### src/rtl/core/psalu_pkg.sv
// Package for the postfix stack ALU: request and status codes, queue entry type.
// No dependencies.
package psalu_pkg;

	typedef enum logic [2:0] {
		REQ_PUSH = 3'd0,
		REQ_POP  = 3'd1,
		REQ_ADD  = 3'd2,
		REQ_SUB  = 3'd3,
		REQ_MUL  = 3'd4,
		REQ_DIV  = 3'd5,
		REQ_RDT  = 3'd6,
		REQ_RDB  = 3'd7
	} req_t;

	typedef enum logic [2:0] {
		ST_OK      = 3'd0,
		ST_FULL    = 3'd1,
		ST_EMPTY   = 3'd2,
		ST_FEW     = 3'd3,
		ST_DIVZERO = 3'd4,
		ST_RANGE   = 3'd5
	} status_t;

	typedef struct packed {
		req_t        kind;
		logic [31:0] value;
		logic [9:0]  position;
	} cmd_t;

	typedef enum logic [2:0] {
		EX_IDLE,
		EX_RD1,
		EX_RD2,
		EX_MUL,
		EX_DIV,
		EX_FIN
	} ex_state_t;

endpackage

### src/rtl/core/psalu_front.sv
// Front end of the postfix stack ALU: accepts requests into a two-entry queue.
// Depends on psalu_pkg.
module psalu_front (
	input  logic             clk,
	input  logic             arst_n,
	input  logic             start,
	input  logic [2:0]       req_type,
	input  logic [31:0]      push_value,
	input  logic [9:0]       position,
	output logic             busy,
	output logic             cmd_valid,
	output psalu_pkg::cmd_t  cmd,
	input  logic             cmd_take
);
	import psalu_pkg::*;

	cmd_t       fifo_q [2];
	logic       wptr_q, rptr_q;
	logic [1:0] cnt_q;
	logic       push, pop;

	assign busy      = cnt_q[1];
	assign push      = start && !busy;
	assign cmd_valid = cnt_q != 2'd0;
	assign pop       = cmd_valid && cmd_take;
	assign cmd       = fifo_q[rptr_q];

	always_ff @(posedge clk) begin
		if (push) begin
			fifo_q[wptr_q] <= '{kind: req_t'(req_type), value: push_value, position: position};
		end
	end

	always_ff @(posedge clk or negedge arst_n) begin
		if (!arst_n) begin
			wptr_q <= 1'b0;
			rptr_q <= 1'b0;
			cnt_q  <= 2'd0;
		end else begin
			if (push) wptr_q <= !wptr_q;
			if (pop) rptr_q <= !rptr_q;
			cnt_q <= cnt_q + {1'b0, push} - {1'b0, pop};
		end
	end

endmodule

### config.mk
export PLATFORM = sky130hd
export DESIGN_NAME = psalu_front
export DESIGN_NICKNAME = d
export VERILOG_FILES = /design/src/rtl/core/psalu_pkg.sv /design/src/rtl/core/psalu_front.sv
export SDC_FILE = /design/constraint.sdc
export NUM_CORES = 1
export LEC_CHECK = 0
export ABC_AREA = 1
export BUFFER_PORTS_ARGS = -buffer_cell sky130_fd_sc_hd__buf_2
export CAP_MARGIN = 10
export CORE_MARGIN = 2
export CORE_UTILIZATION = 47
export DETAILED_ROUTE_END_ITERATION = 8
export HOLD_SLACK_MARGIN = 0.12
export PLACE_DENSITY = 0.76
export SLEW_MARGIN = 20
export SYNTH_ARGS = -nofsm -noshare
export SYNTH_HDL_FRONTEND = slang
export SYNTH_SLANG_ARGS = --single-unit
### constraint.sdc
create_clock -name clk -period 3 [get_ports clk]
set_input_delay 0.45 -clock clk [delete_from_list [all_inputs] [get_ports clk]]
set_output_delay 0.45 -clock clk [all_outputs]
set_load 0.005 [all_outputs]
==> metrics.csv <==
metric,value,unit
cts_sinks,94,
grt_max_degree,47,
clockBufferDepth,2,
antenna_cells,0,
drt-total-wl,5.995,mm
fillers,600,
p_comb_frac,0.284,
grt_overflow_total,0,
cts_root_buffer,clkbuf_8,
drive_above_1_share,0.3278,
period_needed,2419,ps
dr.pass1.iters,4,
vias,2115,
area_growth,21.87,%
pwr-share-clk,0.208,
cts_tree,yes,
drt_iter0_markers,120,
synth_area_leader_cell,edfxtp_1,
avgSynthCellArea,13.62,um^2
start_util,0.4844,
fin_ws,580.9,ps
pre_cts_slack,942.6,ps
dieHeight,90.46,um
fin_cells,462,
synth_area,3513,um^2
fmax,413.4,MHz
die_w,90.46,um
ys_types,15,
grt_antenna_before_repair,1,
dp_hpwl,3.942,mm
place_inst,445,
fp.dieArea,8183,um^2
cp_max_fo,46,
report.final.slew_viol_count,0,
final_nets,408,
finalWeightedCongestion,0.6629,
fin_setup_tns,0,ps
core,7253,um^2
cp.required,2550,ps
worstSkewPairLatency,350,ps
clkTransAtPathRegs,90,ps
synth.area.top_cells,"edfxtp_1 77%, nand2_1 15%, dfrtp_1 2.8%, buf_6 1.6%, buf_4 0.85%",
slew_headroom,0.4241,
drc,0,
hp-class,input port to flip-flop,
crit_type,flip-flop to primary output,
power.density,885.2,nW/um^2
hold_viol_final,0,
ys_ff_latch,94,
cts_made_buffers,9,
rows,31,
worstSetupStartpointType,flip-flop,
fin_skew,8.208,ps
yosys.area.top_type_share,0.7692,
setup_viol,0,
syn-num-nets,308,
crit_arrival,1970,ps
grt_pass1_vias,2059,
grt_pass1_wl,9.508,mm
yosysSeqAreaShare,0.7977,
max-vdd-ir-drop,0.5217,mV
via_per_inst,4.578,
antenna_left,0,
power_switching,1214,uW
p_int,2576,uW
p_leak,0.001845,uW
cts_setup_buffers,0,
h-tree-depth,3,
track_usage,0.1546,
io_pins,96,
p_sw_frac,0.3202,
seqPwrFrac,0.509,
endpoint_kind,primary output,
syn_inst,258,
port_buffers,95,
rsz0062_at_grt,false,
yosys_warnings,0,
timing.final.crit_share,0.8064,
wl_per_cell,12.98,um
status,"finished, final reports clean",
max_cap_violations,0,
tightest_slew,863.8,ps
## kinds of logic (layout without fill, tap and decap cells)
kind of cell	after synthesis	in the layout	share of synthesized area
adders and majority gates	1	1	0.003561
buffers and inverters	14	119	0.03134
and+or+nand+nor	145	145	0.1574
AOI/OAI and AO/OA	1	1	0.002493
xor gates and xnor gates	3	3	0.007480
DFF	94	94	0.7977
## sequential cells by signal, indices dropped and copies added, names as in the netlist
signal and flops:
wptr_q 1, cnt_q 2, fifo_q 90, rptr_q 1
## through the flow
step           power (uW)  hold slack (ps)  cell area, um^2    util
2_1_floorplan        2608            154.4             3513       -
3_3_place_gp         3031            259.6             4083  0.5629
3_5_place_dp         3067            264.4             4083  0.5629
4_1_cts              3847            264.9             4282  0.5903
5_1_grt              4064            257.9             4282  0.5903
6_report             3790            276.4             4282  0.5903
## power groups by stage
| stage | Clock, uW | Combinational (uW) | Sequential (uW) |
|---|---|---|---|
| 2_1_floorplan | 0 | 748 | 1860 |
| 3_3_place_gp | 0 | 1080 | 1950 |
| 3_5_place_dp | 0 | 1100 | 1960 |
| 4_1_cts | 806 | 1110 | 1930 |
| 5_1_grt | 864 | 1240 | 1960 |
| 6_report | 787 | 1080 | 1930 |
## layer usage
layer  share of wire  GRT usage  wire length, um
met1            0.40     0.1778             2381
met2            0.50     0.2606             3024
met3           0.076    0.04674              454
met4           0.022    0.08077              134
met5               0          0                0
## synth_stat cells (all sizes together)
cell and n:
nand3 1, ha 1, inv 5, buf 9, nand2 140, or2 1, edfxtp 90, nand4 1
o21ai 1, xor2 3, dfrtp 4, nor2 2
## worst max-delay path, stage by stage (launching register included)
cell and delay, ps:
dfrtp_2 930, inv_6 280, nand2_1 150, nand2_1 70
buf_2 120
## worst paths after layout
| kind | startpoint | end | slack [ps] | cells after the start |
|---|---|---|---|---|
| max | rptr_q | cmd[25] | 580 | 4 |
| min | push_value[7] | fifo_q[1][17] | 280 | 1 |
| max reg2reg | cnt_q[1] | fifo_q[0][41] | 1240 | 4 |
| min reg2reg | cnt_q[0] | cnt_q[0] | 570 | 1 |
| max in group asynchronous | arst_n | rptr_q | 2440 | 2 |
| min in group asynchronous | arst_n | cnt_q[0] | 430 | 2 |
## area by class of cell
class,instances,area [um^2],share of cell area
inverters,5,23.77,0.005552
clock inverters,7,65.06,0.01520
well taps,99,123.9,0.02893
repair buffers,98,525.5,0.1227
multi-input cells,150,615.6,0.1438
flip-flops and latches,94,2804,0.6549
clock buffers,9,123.9,0.02893
## repair_timing
item,4_1_cts,5_1_grt
setup endpoints to repair,0,0
gates resized for setup,0,0
hold endpoints to repair,4,0
hold buffers,1,0
## cells in the final DEF (no fill, tap or decap), types with 2 or more instances in the layout
cell type	netlist	final
dfrtp_1	4	3
buf_12	0	2
xor2_1	3	3
clkbuf_8	0	9
inv_1	4	4
nand2_1	139	139
nor2_4	0	2
edfxtp_1	90	90
clkinv_2	0	3
buf_2	0	95
Note: power is estimated with default switching activity, not from simulation.
